File: config.mk
export PLATFORM = sky130hd
export DESIGN_NAME = utf8_decode_uppercase
export DESIGN_NICKNAME = d
export VERILOG_FILES = /design/src/rtl/udu_pkg.sv /design/src/rtl/udu_front.sv /design/src/rtl/udu_fifo.sv /design/src/rtl/udu_back.sv /design/src/rtl/utf8_decode_uppercase.sv
export SDC_FILE = /design/constraint.sdc
export NUM_CORES = 1
export LEC_CHECK = 0
export ABC_CLOCK_PERIOD_IN_PS = 7000
export BUFFER_PORTS_ARGS = -buffer_cell sky130_fd_sc_hd__buf_2
export CORE_AREA = 5 5 173 209
export CTS_BUF_LIST = sky130_fd_sc_hd__clkbuf_16
export DETAILED_ROUTE_END_ITERATION = 8
export DIE_AREA = 0 0 178 214
export GPL_TIMING_DRIVEN = 0
export PLACE_DENSITY = 0.57
export SYNTH_ARGS = -nofsm -noshare
export SYNTH_HDL_FRONTEND = slang
export SYNTH_SLANG_ARGS = --single-unit
File: constraint.sdc
create_clock -name aclk -period 7 [get_ports aclk]
set_input_delay 0.7 -clock aclk [delete_from_list [all_inputs] [get_ports aclk]]
set_output_delay 0.7 -clock aclk [all_outputs]
set_load 0.02 [all_outputs]
File: src/rtl/udu_pkg.sv
// ----------------------------------------------------------------------------
// udu_pkg
// Shared types and constants for the UTF-8 decoder with uppercase mapping.
// ----------------------------------------------------------------------------
`timescale 1ns / 1ps
`default_nettype none

package udu_pkg;

    localparam int unsigned ACC_W = 32;
    localparam int unsigned CP_W  = 16;
    localparam int unsigned LEN_W = 3;

    localparam logic [CP_W-1:0] CP_MAX = 16'hFFFF;

    // Sequence lengths that the uppercase mapping distinguishes.
    localparam logic [LEN_W-1:0] LEN_ONE = 3'd1;
    localparam logic [LEN_W-1:0] LEN_TWO = 3'd2;

    // One finished decode event handed from the front end to the back end.
    typedef struct packed {
        logic             trunc;
        logic [ACC_W-1:0] acc;
        logic [LEN_W-1:0] len;
    } udu_event_t;

    // Sequence length announced by a lead byte; zero for the end marker.
    function automatic logic [LEN_W-1:0] lead_length(input logic [7:0] b);
        logic [LEN_W-1:0] len;
        begin
            if (b == 8'h00) begin
                len = 3'd0;
            end else if (b < 8'hC0) begin
                len = 3'd1;
            end else if (b < 8'hE0) begin
                len = 3'd2;
            end else if (b < 8'hF0) begin
                len = 3'd3;
            end else if (b < 8'hF8) begin
                len = 3'd4;
            end else if (b < 8'hFC) begin
                len = 3'd5;
            end else begin
                len = 3'd6;
            end
            return len;
        end
    endfunction

    // Marker bits of the lead and continuation bytes, removed after assembly.
    function automatic logic [ACC_W-1:0] len_offset(input logic [LEN_W-1:0] len);
        logic [ACC_W-1:0] off;
        begin
            case (len)
                3'd2:    off = 32'h0000_3080;
                3'd3:    off = 32'h000E_2080;
                3'd4:    off = 32'h03C8_2080;
                3'd5:    off = 32'hFA08_2080;
                3'd6:    off = 32'h8208_2080;
                default: off = 32'h0000_0000;
            endcase
            return off;
        end
    endfunction

endpackage

`default_nettype wire

File: src/rtl/udu_front.sv
// ----------------------------------------------------------------------------
// udu_front
// Byte front end: tracks the sequence in progress and emits decode events.
// ----------------------------------------------------------------------------
`timescale 1ns / 1ps
`default_nettype none

module udu_front (
    input  wire logic                 aclk,
    input  wire logic                 aresetn,
    input  wire logic                 accept,
    input  wire logic [7:0]           byte_value,
    output udu_pkg::udu_event_t       evt,
    output logic                      evt_push
);

    logic [udu_pkg::ACC_W-1:0] acc_reg,    acc_next;
    logic [udu_pkg::LEN_W-1:0] left_reg,   left_next;
    logic [udu_pkg::LEN_W-1:0] seqlen_reg, seqlen_next;
    logic [udu_pkg::LEN_W-1:0] lead_len;
    logic [udu_pkg::ACC_W-1:0] acc_shift;

    assign lead_len  = udu_pkg::lead_length(byte_value);
    assign acc_shift = {acc_reg[udu_pkg::ACC_W-7:0], 6'b0} + {24'b0, byte_value};

    always_comb begin
        acc_next    = acc_reg;
        left_next   = left_reg;
        seqlen_next = seqlen_reg;
        evt_push    = 1'b0;
        evt.trunc   = 1'b0;
        evt.acc     = acc_shift;
        evt.len     = seqlen_reg;
        if (accept) begin
            if (left_reg == 3'd0) begin
                acc_next    = {24'b0, byte_value};
                seqlen_next = lead_len;
                evt.acc     = {24'b0, byte_value};
                evt.len     = lead_len;
                if (lead_len <= udu_pkg::LEN_ONE) begin
                    // End marker (acc zero, length zero) or a one-byte code.
                    evt_push = 1'b1;
                end else begin
                    left_next = lead_len - 3'd1;
                end
            end else if (byte_value == 8'h00) begin
                evt_push  = 1'b1;
                evt.trunc = 1'b1;
                evt.acc   = acc_reg;
                evt.len   = seqlen_reg - left_reg;
                left_next = 3'd0;
            end else begin
                acc_next  = acc_shift;
                left_next = left_reg - 3'd1;
                evt_push  = (left_reg == 3'd1);
            end
        end
    end

    always_ff @(posedge aclk) begin
        if (!aresetn) begin
            acc_reg    <= '0;
            left_reg   <= '0;
            seqlen_reg <= '0;
        end else begin
            acc_reg    <= acc_next;
            left_reg   <= left_next;
            seqlen_reg <= seqlen_next;
        end
    end

endmodule

`default_nettype wire

File: src/rtl/udu_fifo.sv
// ----------------------------------------------------------------------------
// udu_fifo
// Short event queue between the front end and the back end.
// ----------------------------------------------------------------------------
`timescale 1ns / 1ps
`default_nettype none

module udu_fifo #(
    parameter int unsigned DEPTH = 4
) (
    input  wire logic                 aclk,
    input  wire logic                 aresetn,
    input  wire logic                 push,
    input  udu_pkg::udu_event_t       push_data,
    input  wire logic                 pop,
    output udu_pkg::udu_event_t       pop_data,
    output logic                      full,
    output logic                      empty
);

    localparam int unsigned PTR_W = (DEPTH > 1) ? $clog2(DEPTH) : 1;
    localparam int unsigned CNT_W = $clog2(DEPTH + 1);
    localparam logic [PTR_W-1:0] LAST_PTR = PTR_W'(DEPTH - 1);
    localparam logic [CNT_W-1:0] FULL_CNT = CNT_W'(DEPTH);

    udu_pkg::udu_event_t entry_reg [DEPTH];
    logic [PTR_W-1:0] wr_ptr_reg, wr_ptr_next;
    logic [PTR_W-1:0] rd_ptr_reg, rd_ptr_next;
    logic [CNT_W-1:0] count_reg,  count_next;
    logic             do_push, do_pop;

    assign full     = (count_reg == FULL_CNT);
    assign empty    = (count_reg == '0);
    assign do_push  = push && !full;
    assign do_pop   = pop && !empty;
    assign pop_data = entry_reg[rd_ptr_reg];

    always_comb begin
        wr_ptr_next = wr_ptr_reg;
        rd_ptr_next = rd_ptr_reg;
        count_next  = count_reg;
        if (do_push) begin
            wr_ptr_next = (wr_ptr_reg == LAST_PTR) ? '0 : wr_ptr_reg + 1'b1;
        end
        if (do_pop) begin
            rd_ptr_next = (rd_ptr_reg == LAST_PTR) ? '0 : rd_ptr_reg + 1'b1;
        end
        if (do_push && !do_pop) begin
            count_next = count_reg + 1'b1;
        end else if (do_pop && !do_push) begin
            count_next = count_reg - 1'b1;
        end
    end

    always_ff @(posedge aclk) begin
        if (!aresetn) begin
            wr_ptr_reg <= '0;
            rd_ptr_reg <= '0;
            count_reg  <= '0;
        end else begin
            wr_ptr_reg <= wr_ptr_next;
            rd_ptr_reg <= rd_ptr_next;
            count_reg  <= count_next;
        end
    end

    always_ff @(posedge aclk) begin
        if (do_push) begin
            entry_reg[wr_ptr_reg] <= push_data;
        end
    end

endmodule

`default_nettype wire

File: src/rtl/udu_back.sv
// ----------------------------------------------------------------------------
// udu_back
// Back end: removes the length offset, clamps, maps to uppercase and holds
// the result in the output register.
// ----------------------------------------------------------------------------
`timescale 1ns / 1ps
`default_nettype none

module udu_back (
    input  wire logic                 aclk,
    input  wire logic                 aresetn,
    input  udu_pkg::udu_event_t       evt,
    input  wire logic                 evt_valid,
    output logic                      evt_pop,
    output logic                      m_valid,
    input  wire logic                 m_ready,
    output logic [15:0]               m_code_point,
    output logic [15:0]               m_upper_code,
    output logic [2:0]                m_seq_length,
    output logic                      m_truncated
);

    logic [udu_pkg::ACC_W-1:0] diff;
    logic [udu_pkg::CP_W-1:0]  cp;
    logic [udu_pkg::CP_W-1:0]  upper;
    logic [udu_pkg::CP_W-1:0]  cp_res, upper_res;

    logic                      valid_reg, valid_next;
    logic [udu_pkg::CP_W-1:0]  code_reg, upper_reg;
    logic [udu_pkg::LEN_W-1:0] len_reg;
    logic                      trunc_reg;

    assign diff = evt.acc - udu_pkg::len_offset(evt.len);
    assign cp   = (diff[udu_pkg::ACC_W-1:udu_pkg::CP_W] != '0) ?
                  udu_pkg::CP_MAX : diff[udu_pkg::CP_W-1:0];

    always_comb begin
        upper = cp;
        if (evt.len == udu_pkg::LEN_ONE) begin
            if (cp >= 16'h0061 && cp <= 16'h007A) begin
                upper = cp - 16'd32;
            end
        end else if (evt.len == udu_pkg::LEN_TWO) begin
            if (cp >= 16'h00E0 && cp <= 16'h00FE) begin
                upper = cp - 16'd32;
            end else if (cp == 16'd339) begin
                upper = 16'd338;
            end else if (cp == 16'd1105) begin
                upper = 16'd1025;
            end else if (cp >= 16'h0430 && cp <= 16'h044F) begin
                upper = cp - 16'd32;
            end
        end
    end

    // A truncated sequence reports the raw partial value with no mapping.
    assign cp_res    = evt.trunc ? evt.acc[udu_pkg::CP_W-1:0] : cp;
    assign upper_res = evt.trunc ? '0 : upper;

    assign evt_pop = evt_valid && (!valid_reg || m_ready);

    always_comb begin
        valid_next = valid_reg;
        if (evt_pop) begin
            valid_next = 1'b1;
        end else if (m_ready) begin
            valid_next = 1'b0;
        end
    end

    always_ff @(posedge aclk) begin
        if (!aresetn) begin
            valid_reg <= 1'b0;
        end else begin
            valid_reg <= valid_next;
        end
    end

    always_ff @(posedge aclk) begin
        if (evt_pop) begin
            code_reg  <= cp_res;
            upper_reg <= upper_res;
            len_reg   <= evt.len;
            trunc_reg <= evt.trunc;
        end
    end

    assign m_valid      = valid_reg;
    assign m_code_point = code_reg;
    assign m_upper_code = upper_reg;
    assign m_seq_length = len_reg;
    assign m_truncated  = trunc_reg;

endmodule

`default_nettype wire

File: src/rtl/utf8_decode_uppercase.sv
// ----------------------------------------------------------------------------
// utf8_decode_uppercase
// UTF-8 byte stream decoder that reports each code point with its uppercase
// form.
//
// The s_ channel takes one byte per transaction; a zero byte marks the end
// of the text. The m_ channel delivers one transaction for every completed
// sequence, every zero byte, and every sequence cut short by a zero byte
// (then with m_truncated set and the raw partial value).
// When a byte that finishes a result is accepted, the front end pushes the
// event into the queue at that edge; the back end then loads it from the
// queue into the output register, which raises m_valid, once that register
// is free or being read. One byte is taken every cycle while the queue is
// not full: the accumulator update in the front end is a single shift and
// add, and the back end drains one event per cycle while m_ready is high.
// When the receiver holds m_ready low the output register holds its
// transaction, the queue fills behind it and s_ready falls once the queue
// is full. Reset empties the queue and the output register and returns the
// decoder to the idle state with a cleared accumulator.
// ----------------------------------------------------------------------------
`timescale 1ns / 1ps
`default_nettype none

module utf8_decode_uppercase #(
    parameter int unsigned QUEUE_DEPTH = 4
) (
    input  wire logic         aclk,
    input  wire logic         aresetn,
    input  wire logic         s_valid,
    output logic              s_ready,
    input  wire logic [7:0]   s_byte_value,
    output logic              m_valid,
    input  wire logic         m_ready,
    output logic [15:0]       m_code_point,
    output logic [15:0]       m_upper_code,
    output logic [2:0]        m_seq_length,
    output logic              m_truncated
);

    udu_pkg::udu_event_t front_evt;
    udu_pkg::udu_event_t queue_evt;
    logic                front_push;
    logic                queue_full;
    logic                queue_empty;
    logic                back_pop;
    logic                accept;

    assign s_ready = !queue_full;
    assign accept  = s_valid && s_ready;

    udu_front u_front (
        .aclk       (aclk),
        .aresetn    (aresetn),
        .accept     (accept),
        .byte_value (s_byte_value),
        .evt        (front_evt),
        .evt_push   (front_push)
    );

    udu_fifo #(
        .DEPTH (QUEUE_DEPTH)
    ) u_fifo (
        .aclk      (aclk),
        .aresetn   (aresetn),
        .push      (front_push),
        .push_data (front_evt),
        .pop       (back_pop),
        .pop_data  (queue_evt),
        .full      (queue_full),
        .empty     (queue_empty)
    );

    udu_back u_back (
        .aclk         (aclk),
        .aresetn      (aresetn),
        .evt          (queue_evt),
        .evt_valid    (!queue_empty),
        .evt_pop      (back_pop),
        .m_valid      (m_valid),
        .m_ready      (m_ready),
        .m_code_point (m_code_point),
        .m_upper_code (m_upper_code),
        .m_seq_length (m_seq_length),
        .m_truncated  (m_truncated)
    );

endmodule

`default_nettype wire
# After elaboration in Yosys (flattened, before gate mapping)
# Memories as Yosys holds them, arrays and structs flattened. A register that Yosys moved wholly into a read port is not among the register bits.
# Index checks and enable logic that the tools add are counted.
# word_totals
regBits	82
latch_bits	0
ram_bits	144
romBits	0
wordCells	111
memories	1
# memory_table
name	depth	word_bits	rd	rd_clocked_by_memory_dff	write_ports	line	rtl
u_fifo.entry_reg	4	36	1	1	1	udu_fifo.sv:26	udu_pkg::udu_event_t entry_reg [DEPTH];
# classes
addsub	10
multipliers	0
div	0
order_cmp	12
eq_ne	14
n_shift	0
muxes	39
n_bitwise	0
reduce_logical	24
# op_table
op	n
$pmux W32 S5	1
$mux W16	9
$mux W36	2
$mux W32	2
$lt A8 B8 Y1 const B	5
$mux W35	1
$add A32 B8 Y32	1
$sub A32 B32 Y32	1
$mux W3	10
$eq A16 B11 Y1 const B	1
$eq A16 B9 Y1 const B	1
$ge A16 B11 Y1 const B	1
$ge A16 B7 Y1 const B	1
$ge A16 B8 Y1 const B	1
$le A16 B11 Y1 const B	1
$le A16 B7 Y1 const B	1
$le A16 B8 Y1 const B	1
$reduce_bool A16 Y1	1
$sub A16 B6 Y16 const B	1
$eq A3 B3 Y1 const B	4
$mux W2	5
$logic_and A1 B1 Y1	9
$mux W1	9
$sub A3 B1 Y3 const B	3
other kinds (14)	27

# Longest topological paths before layout
# Gate-level depths: netlist of the first run.
# depth
depth_word	16
depth_mapped	29
mapped_depth_nobuf	25

# Hierarchy
# A second synthesis of the first run with hierarchy kept.
# hier_totals
cells_unflattened	941
area_unflattened_um2	11728.7
# by_module_without_submodules
mod	instances	cells_each	area_per_inst_um2	seq_area_each_um2
udu_fifo	1	239	5729.2	4504.3
udu_back	1	378	3339.5	1101.1
udu_front	1	321	2646.3	760.7
utf8_decode_uppercase	1	3	13.8	0.0

# Least setup slack after synthesis of the first run
# OpenSTA, ideal clock, no wires.
# synth_path
kind	register -> register
from	register (tool-made name)
to	register u_back.upper_reg (netlist bit u_back.m_upper_code[6]) (data pin)
setup_ns	0.152
arrival_time_ns	6.748
required_time_ns	6.848
setup_slack_ns	0.100
path_stages_with_launch	29
cell_sequence	dfxtp_1 buf_6 buf_6 buf_2 clkbuf_1 buf_1 buf_1 mux4_2 ha_1 clkbuf_1 a21o_1 a21o_1 a21o_1 a211o_1 or4_1 a311oi_2 nand4_2 nor2_4 buf_6 nand2_1 ha_1 nor2b_1 nor4_1 nor3b_1 nand2_1 a21boi_1 a211oi_1 o21ai_0 a31oi_1
# synth_rtl
item	line	rtl
end signal: assignment	udu_back.sv:82	upper_reg <= upper_res;
end: declaration	udu_back.sv:29	logic [udu_pkg::CP_W-1:0] code_reg, upper_reg;

==> summary.md, run 1 <==
| Metric | Value |
|---|---|
| Crit path DAT | approximately 7000 ps |
| Startpoint class of the critical path | flip-flop |
| Most used DFF post-synth | edfxtp_1 |
| Synth top area share | ~46% |
| RSZ-0062 raised after global routing | false |
| Commonest non-fill, non-tap cell in the layout | edfxtp_1 |
| Critical Path Slowest Stage Cell | or4b_4 |
| Vias per std cell | about 5.1 |
| Avg Cell Area, Syn | approximately 12 um^2 |
| Max FFs per register | 144 |
| Root Driver | clkbuf_16 |
| Synth-to-Final Area Change | 14.19% |
| Normalized max-slew margin | 26.65% |
| Final slew viol count | 0 |
| Layout cell share with drive strength beyond 1 | between 10% and 20% |
| RePlAce Congestion | around 0.83 |
| Max capacitance violation total | 0 |
| Post-Syn Area | 11,680 um^2 |
| Power Total | ~6.0 mW |
| Post-DP HPWL | 20.45 mm |
| Largest area contributor in the netlist | edfxtp_1 |
| Most frequent cells in the layout | edfxtp_1 (180), nand2_1 (98), nor2_1 (72) |
| Detailed Route WL | ~27 mm |
| Worst min-delay path class | primary input to flip-flop |
| Yosys reg bits | approximately 230 |
| DRC viols | 0 |
| Total Routing Usage GR | 14.51% |
| Sequential area share after synthesis | 54.50% |
| Post-Synthesis Cells | a little under 1,000 |
| Cell family with most CP delay | simple AND/OR/NAND/NOR gates |
| Ys async rst share | 0% |
| Tmin final | approximately 6600 ps |
| Post-synth EDFFs | 180 |
| CTS buffer count | 23 |
| Fmax | roughly 0.15 GHz |
| Fin worst setup slack | between 400 and 500 ps |
| Clk buf depth | 3 |
| Multi-input logic area | between 5000 and 6000 um^2 |
| Global-route wire length before repair | roughly 44 mm |
| Vias | around 7,900 |
| Layout Skew | 29.15 ps |
| 1st-iter DRT viols | between 500 and 600 |
| Routed Antenna Nets | 0 |
| Row count | 74 |
| Mean routed wirelength per cell | between 15 and 20 um |
| Core ar. | 33,790 um^2 |
| H-tree depth | 1 |
| Starting Density | around 35% |
| Buffers on Ports | 48 |
| Crit end category | flip-flop |
| Vias in the first global route | 8,105 |
| Period utilization | a little over nine tenths |
| # hold bufs at CTS | 0 |
| DP Worst Slack | -1432 ps |
| Worst-Margin Slew | 1096 ps |
| Register area | about 6400 um^2 |
| Netlist cell types | just under 80 |
| Pwr/cell area | 452.1 nW/um^2 |
| Initial antenna violation count | 2 |
| Worst endpoint required time | roughly 7400 ps |
| DR pass1 iterations | 5 |
| Final core occ | around two fifths |
| Max IR drop VDD | ~210 uV |
| IO Count | 50 |
| Syn nets | slightly above 1,000 |
| Buffer and inverter count on the worst path | 5 |
| Leakage power | about 4.5 nW |
| Critical Path Fanout Max | 10 |
| Cell area after layout | 13,340 um^2 |
| DIE HEIGHT | approximately 210 um |
| CTS tree | yes |
| Die area | approximately 38,000 um^2 |
| Top cells by area, synth | edfxtp_1 (46%), dfxtp_1 (8.2%), mux4_2 (6.4%), ha_1 (3.2%), nand2_1 (3.1%) |
| Filler instances | around 3,200 |
| Clock-pin slew on the worst setup and hold paths | around 60 ps |
| Crit-path max cell delay | roughly 500 ps |
| Final Hold Viols | 0 |
| Synth Warn # | 0 |
| Diode count | 0 |
| Pin count of the biggest net entering global routing | 33 |
| Layout Nets | about 1,100 |
| Die X | 178 um |
| WS Path Type | flip-flop to flip-flop |
| Final setup vio count | 0 |
| Post-DP Area | roughly 13,000 um^2 |
| Setup_tns | 0 ps |
| Status | finished clean |
| Skew-Pair Late Insertion Delay | approximately 540 ps |
| Grt ovf | 0 |
| Total clock sinks | ~230 |
## report_power, final
part	switching (mW)	total (mW)	internal (mW)
clock	0.521	1.13	0.607
sequential	0.0685	1.82	1.75
combinational	1.93	3.08	1.15
total	2.51	6.03	3.52
## final timing paths
| check | cells after the start | slack (ps) | from | to |
|---|---|---|---|---|
| worst max-delay path | 27 | 400 | flip-flop | u_back.m_upper_code[6] |
| worst min-delay path | 3 | 430 | s_byte_value[0] | u_front.acc_reg[0] |
| worst max register to register | 27 | 400 | flip-flop | u_back.m_upper_code[6] |
| worst min register to register | 2 | 470 | u_front.seqlen_reg[0] | u_front.seqlen_reg[0] |
## cell type report
class,instances,share of cell area (%)
Sequential cell,228,47.73
Tap cell,456,4.278
Timing Repair Buffer,54,2.608
Inverter,27,0.7598
Clock buffer,23,4.315
Clock inverter,19,0.8818
Buffer,45,1.745
Multi-Input combinational cell,688,37.68
## synthesized netlist by cell type, drive strengths merged, types with 21 or more instances
cell	n
clkbuf	35
mux4	33
xnor2	21
o21ai	56
ha	30
inv	26
a21oi	46
edfxtp	180
nand2	98
nor2	73
dfxtp	48
and2	35
a211oi	24
## routing by layer
metal	vias to the layer above	GRT usage [%]	part of all wire (%)
li1	3893	-	-
met1	3822	17.32	41
met3	44	1.640	3.5
met2	146	26.93	52
met4	4	4.565	2.5
met5	-	0	0.098
## worst min-delay path, stage by stage
cell and delay, ps:
buf_2 110, nand2_1 50, a21boi_0 60
## cells by family (layout without fill, tap and decap cells)
group | Yosys count | in the layout | share of synthesized area (%)
and+or+nand+nor | 325 | 325 | 14.00
xor gates and xnor gates | 41 | 41 | 3.074
muxes | 54 | 54 | 8.248
adders and majority gates | 33 | 33 | 3.728
buffers and inverters | 75 | 168 | 2.721
DFF | 228 | 228 | 54.50
AOI/OAI and AO/OA | 235 | 235 | 13.72
## through the flow
stage,hold WS (ps),instances
CTS,405.0,1542
finish,428.5,1540
detailed placement,461.5,1500
global placement,454.6,1495
floorplan,443.5,991
global route,435.9,1540
## timing repair
action,in CTS,in global routing
setup endpoints to repair,29,2
pin swaps,1,2
buffers inserted,1,0
gates resized for setup,17,6
Note: power is estimated with default switching activity, not from simulation.
==> run 2, diff against run 1 <==
ABC_CLOCK_PERIOD_IN_PS = 6100   (was 7000)
CORE_AREA = 5 5 161 225   (was 5 5 173 209)
DIE_AREA = 0 0 166 230   (was 0 0 178 214)
PLACE_DENSITY = 0.55   (was 0.57)
TNS_END_PERCENT = 5   (was unset)
clock period = 6.1 ns   (was 7 ns; I/O delays follow)
==> summary.md, run 2 (same netlist as run 1, synthesis figures left out) <==
| Metric | Value |
|---|---|
| Commonest non-fill, non-tap cell in the layout | edfxtp_1 |
| Grt ovf | 0 (unchanged) |
| 1st-iter DRT viols | 432 (-17%) |
| Final Hold Viols | 0 (unchanged) |
| Routed Antenna Nets | 0 (unchanged) |
| Crit end category | flip-flop |
| Normalized max-slew margin | 27.82% (+1.2 points) |
| Power Total | 7.432 mW (+23%) |
| CTS buffer count | 22 (-4.3%) |
| DR pass1 iterations | 4 (-1) |
| Die area | 38,180 um^2 (+0.23%) |
| Vias | 8,075 (+2.1%) |
| Global-route wire length before repair | 45.49 mm (+2.6%) |
| Final slew viol count | 0 (unchanged) |
| Period utilization | 95.28% (+1.0 points) |
| Total clock sinks | 228 (unchanged) |
| DP Worst Slack | -1575 ps (-143.6 ps) |
| DIE HEIGHT | 230 um (+7.5%) |
| Die X | 166 um (-6.7%) |
| Fin worst setup slack | 287.7 ps (-114.4 ps) |
| Fmax | 0.1720 GHz (+14%) |
| Worst-Margin Slew | 1079 ps (-17.48 ps) |
| Crit path DAT | 6180 ps (-790 ps) |
| Leakage power | 4.612 nW (+3.5%) |
| Buffers on Ports | 48 (unchanged) |
| Vias per std cell | 5.206 (+1.4%) |
| CTS tree | yes |
| Row count | 80 (+8.1%) |
| Pin count of the biggest net entering global routing | 33 (unchanged) |
| Core ar. | 33,930 um^2 (+0.41%) |
| Worst min-delay path class | primary input to flip-flop |
| Max capacitance violation total | 0 (unchanged) |
| DRC viols | 0 (unchanged) |
| Most frequent cells in the layout | edfxtp_1 (180), nand2_1 (96), nor2_1 (72) |
| RePlAce Congestion | 0.8507 (+2.2%) |
| Post-DP HPWL | 21.41 mm (+4.7%) |
| Final setup vio count | 0 (unchanged) |
| H-tree depth | 1 (unchanged) |
| Clock-pin slew on the worst setup and hold paths | 60 ps (about the same) |
| # hold bufs at CTS | 0 (unchanged) |
| Layout Skew | 39.12 ps (+9.967 ps) |
| Tmin final | 5812 ps (-785.6 ps) |
| Detailed Route WL | 28.76 mm (+4.8%) |
| Vias in the first global route | 8,158 (+0.65%) |
| Root Driver | clkbuf_16 |
| Starting Density | 34.42% (-0.14 points) |
| Critical Path Slowest Stage Cell | or4_1 |
| Mean routed wirelength per cell | 18.54 um (+4.0%) |
| Max IR drop VDD | 263.4 uV (+25%) |
| Synth-to-Final Area Change | 17.64% |
| Buffer and inverter count on the worst path | 4 (-1) |
| Status | finished clean |
| Worst endpoint required time | 6470 ps (-910 ps) |
| Layout cell share with drive strength beyond 1 | 19.82% (+3.6 points) |
| Final core occ | 40.49% (+1.0 points) |
| Layout Nets | 1,129 (+1.5%) |
| Crit-path max cell delay | 520 ps (about the same) |
| Startpoint class of the critical path | flip-flop |
| WS Path Type | flip-flop to flip-flop |
| Critical Path Fanout Max | 10 (unchanged) |
| Diode count | 0 (unchanged) |
| Max FFs per register | 144 (unchanged) |
| Pwr/cell area | 540.9 nW/um^2 (+20%) |
| Hold wc startpoint | s_byte_value[0] |
| Initial antenna violation count | 0 (-2) |
| Cell family with most CP delay | simple AND/OR/NAND/NOR gates |
| Skew-Pair Late Insertion Delay | 540 ps (about the same) |
| Clk buf depth | 3 (unchanged) |
| Total Routing Usage GR | 14.90% (+0.39 points) |
| IO Count | 50 (unchanged) |
run 2: cell types whose count changed in the layout (fill, tap and decap cells not counted), moves of 2 or more:
cell / change
buf_4: +20
clkbuf_4: -5
ha_4: +3
inv_1: -4
buf_8: +4
bufinv_16: +4
buf_12: +2
clkbuf_1: -4
nand2_2: +2
nand2_1: -2
ha_1: -6
ha_2: +3
run 2: per-layer routing:
metal | wire (um) | GRT usage (%)
met1 | 10850 | 15.82
met3 | 889 | 1.804
met4 | 1379 | 7.712
met5 | 0 | 0
met2 | 15640 | 28.62
run 2: final timing paths:
kind | endpoint | slack [ps] | depth (start not counted)
worst max-delay path | u_back.m_upper_code[6] | 290 | 25
worst min-delay path | u_front.acc_reg[0] | 350 | 3
worst max register to register | u_back.m_upper_code[6] | 290 | 25
worst min register to register | u_front.seqlen_reg[0] | 470 | 2
run 2: report_power, final:
group | internal, mW | total, mW | switching [mW]
combinational | 1.57 | 3.93 | 2.36
clock | 0.833 | 1.41 | 0.581
sequential | 2.01 | 2.09 | 0.0779
total | 4.42 | 7.43 | 3.02
run 2: cell type report:
type	instances	area (um^2)
sequential	228	6366
timing repair buffer	76	513.0
buffer	41	279.0
tap	451	564.3
clock inverter	18	206.4
fill	3166	20190
multi-input combinational	688	5160
clock buffer	22	550.5
inverter	27	101.3
run 2: tightest hold or removal path: cells and delay by family:
kind / cells / cell delay, ps
buffers and inverters: 1 / 110
AOI/OAI and AO/OA: 1 / 60
and+or+nand+nor: 1 / 50
run 2: what timing repair did:
item | CTS | global route
setup buffers | 10 | 13
pin swaps | 5 | 9
hold endpoints to repair | 0 | 0
resized for setup | 36 | 20
endpoints found under the setup margin | 32 | 2
run 2: through the flow:
step / setup TNS (ps) / cells / instance area, um^2 / hold WS (ps)
after floorplan: 0 / 991 / 11700 / 443.5
after global placement: -8036 / 1490 / 12500 / 456.9
after detailed placement: -8856 / 1495 / 12620 / 462.3
after CTS: 0 / 1541 / 13590 / 323.8
after global routing: -12.25 / 1551 / 13740 / 336.5
final: 0 / 1551 / 13740 / 347.2
==> run 3, diff against run 2 <==
CAP_MARGIN = 20   (was unset)
RECOVER_POWER = 100   (was unset)
==> summary.md, run 3 (same netlist as run 1, synthesis figures left out) <==
| Metric | Value |
|---|---|
| Vias per std cell | 5.229 (+0.43%) |
| Normalized max-slew margin | -41.94% (-70 points) |
| Worst min-delay path class | primary input to flip-flop |
| Total clock sinks | 228 (unchanged) |
| DRC viols | 0 (unchanged) |
| Pwr/cell area | 542.8 nW/um^2 (+0.36%) |
| Filler instances | 3,203 (+1.2%) |
| Skew-Pair Late Insertion Delay | 540 ps (about the same) |
| Leakage power | 4.438 nW (-3.8%) |
| Period utilization | 95.10% (-0.18 points) |
| Failing checks | capacitance limit, slew limit |
| Final setup vio count | 0 (unchanged) |
| Max IR drop VDD | 257.8 uV (-2.1%) |
| Layout Skew | 38.74 ps (-0.3753 ps) |
| Post-DP HPWL | 21.41 mm (unchanged) |
| Multi-input logic area | 5144 um^2 (-0.32%) |
| Total Routing Usage GR | 14.90% (unchanged) |
| Critical Path Fanout Max | 10 (unchanged) |
| Max FFs per register | 144 (unchanged) |
| Die X | 166 um (unchanged) |
| WS Path Type | flip-flop to flip-flop |
| Setup_tns | 0 ps (unchanged) |
| Layout cell share with drive strength beyond 1 | 15.18% (-4.6 points) |
| Vias in the first global route | 8,158 (unchanged) |
| # hold bufs at CTS | 0 (unchanged) |
| Row count | 80 (unchanged) |
| Hold wc startpoint | s_byte_value[0] |
| Mean routed wirelength per cell | 18.58 um (+0.22%) |
| Buffers on Ports | 48 (unchanged) |
| Global-route wire length before repair | 45.49 mm (unchanged) |
| Pin count of the biggest net entering global routing | 33 (unchanged) |
| Register area | 6366 um^2 (unchanged) |
| IO Count | 50 (unchanged) |
| Synth-to-Final Area Change | 16.33% |
| Clk buf depth | 3 (unchanged) |
| Fmax | 0.1724 GHz (+0.19%) |
| CTS buffer count | 22 (unchanged) |
| Die area | 38,180 um^2 (unchanged) |
| Grt ovf | 0 (unchanged) |
| Routed Antenna Nets | 0 (unchanged) |
| Detailed Route WL | 28.82 mm (+0.22%) |
| Vias | 8,110 (+0.43%) |
| Cell family with most CP delay | simple AND/OR/NAND/NOR gates |
| 1st-iter DRT viols | 435 (+0.69%) |
| Final Hold Viols | 0 (unchanged) |
| RePlAce Congestion | 0.8507 (unchanged) |
| Worst-Margin Slew | 2129 ps (+1050 ps) |
| H-tree depth | 1 (unchanged) |
| Power Total | 7.375 mW (-0.76%) |
| Diode count | 0 (unchanged) |
| Buffer and inverter count on the worst path | 4 (unchanged) |
| Crit-path max cell delay | 520 ps (about the same) |
| Commonest non-fill, non-tap cell in the layout | edfxtp_1 |
| DR pass1 iterations | 5 (+1) |
| Final slew viol count | 125 (+125) |
| Most frequent cells in the layout | edfxtp_1 (180), nand2_1 (96), clkbuf_1 (74) |
| CTS tree | yes |
| Worst endpoint required time | 6470 ps (about the same) |
| Starting Density | 34.42% (unchanged) |
| Status | complete, but fails checks |
| Startpoint class of the critical path | flip-flop |
| Clock-pin slew on the worst setup and hold paths | 60 ps (about the same) |
| Initial antenna violation count | 0 (unchanged) |
| Root Driver | clkbuf_16 |
| Crit end category | flip-flop |
| Critical Path Slowest Stage Cell | or4_1 |
| Tmin final | 5801 ps (-11.22 ps) |
| Layout Nets | 1,129 (unchanged) |
| Max capacitance violation total | 4 (+4) |
| Crit path DAT | 6170 ps (about the same) |
| Core ar. | 33,930 um^2 (unchanged) |
| DIE HEIGHT | 230 um (unchanged) |
run 3: changes by cell type in the layout (fill, tap and decap cells not counted):
cell	previous run	this run
a21oi_1	36	37
buf_4	24	22
buf_2	48	9
buf_1	2	0
and2_2	5	1
buf_12	7	2
and2_1	30	8
a21oi_4	1	0
clkbuf_1	26	74
and2_0	0	26
run 3: path summary, 6_finish.rpt:
path / to / slack, ps / cells after the start
hold reg to reg: u_front.seqlen_reg[0] / 470 / 2
hold / removal: u_front.acc_reg[0] / 340 / 3
setup reg to reg: u_back.m_upper_code[6] / 300 / 25
setup / recovery: u_back.m_upper_code[6] / 300 / 25
run 3: layout make-up:
class	count	area share, %
multi-input combinational	688	37.86
timing repair buffer	76	2.763
inverter	27	0.7459
clock buffer	22	4.052
sequential	228	46.86
buffer	41	2.054
tap	451	4.153
clock inverter	18	1.519
run 3: what timing repair did:
action / CTS / global route
resized for setup: 36 / 20
pin swaps: 5 / 9
setup buffers: 10 / 13
gates cloned: 0 / 0
endpoints found under the setup margin: 32 / 2
run 3: report_power, final:
part | switching [mW] | internal (mW) | leakage [nW]
sequential | 0.0813 | 2.02 | 2.02
combinational | 2.35 | 1.50 | 2.05
clock | 0.582 | 0.833 | 0.370
total | 3.02 | 4.36 | 4.44
run 3: routing by layer:
| layer | track usage, % | part of all wire, % |
|---|---|---|
| met4 | 7.712 | 4.8 |
| met5 | 0 | 0 |
| met3 | 1.804 | 2.9 |
| met1 | 15.82 | 38 |
| met2 | 28.62 | 54 |
run 3: worst register-to-register path, delay by kind of cell, from the launching register on:
family	cells	cell delay (ps)
AND/OR/NAND/NOR	10	2110
AO/OA/AOI/OAI	8	1590
buffers and inverters	4	650
adder cells (fa/ha/maj)	2	550
multiplexers	1	430
flip-flops	1	320
run 3: metrics by stage:
step	hold slack, ps	instance area [um^2]	cells	worst slack [ps]	util (%)
final	343.8	13590	1551	298.9	40.04
after global routing	341.8	13590	1551	-9.990	40.04
after CTS	323.8	13590	1541	0.9095	40.05
after detailed placement	462.3	12620	1495	-1575	37.18
after global placement	456.9	12500	1490	-1555	36.84
after floorplan	443.5	11700	991	44.08	-
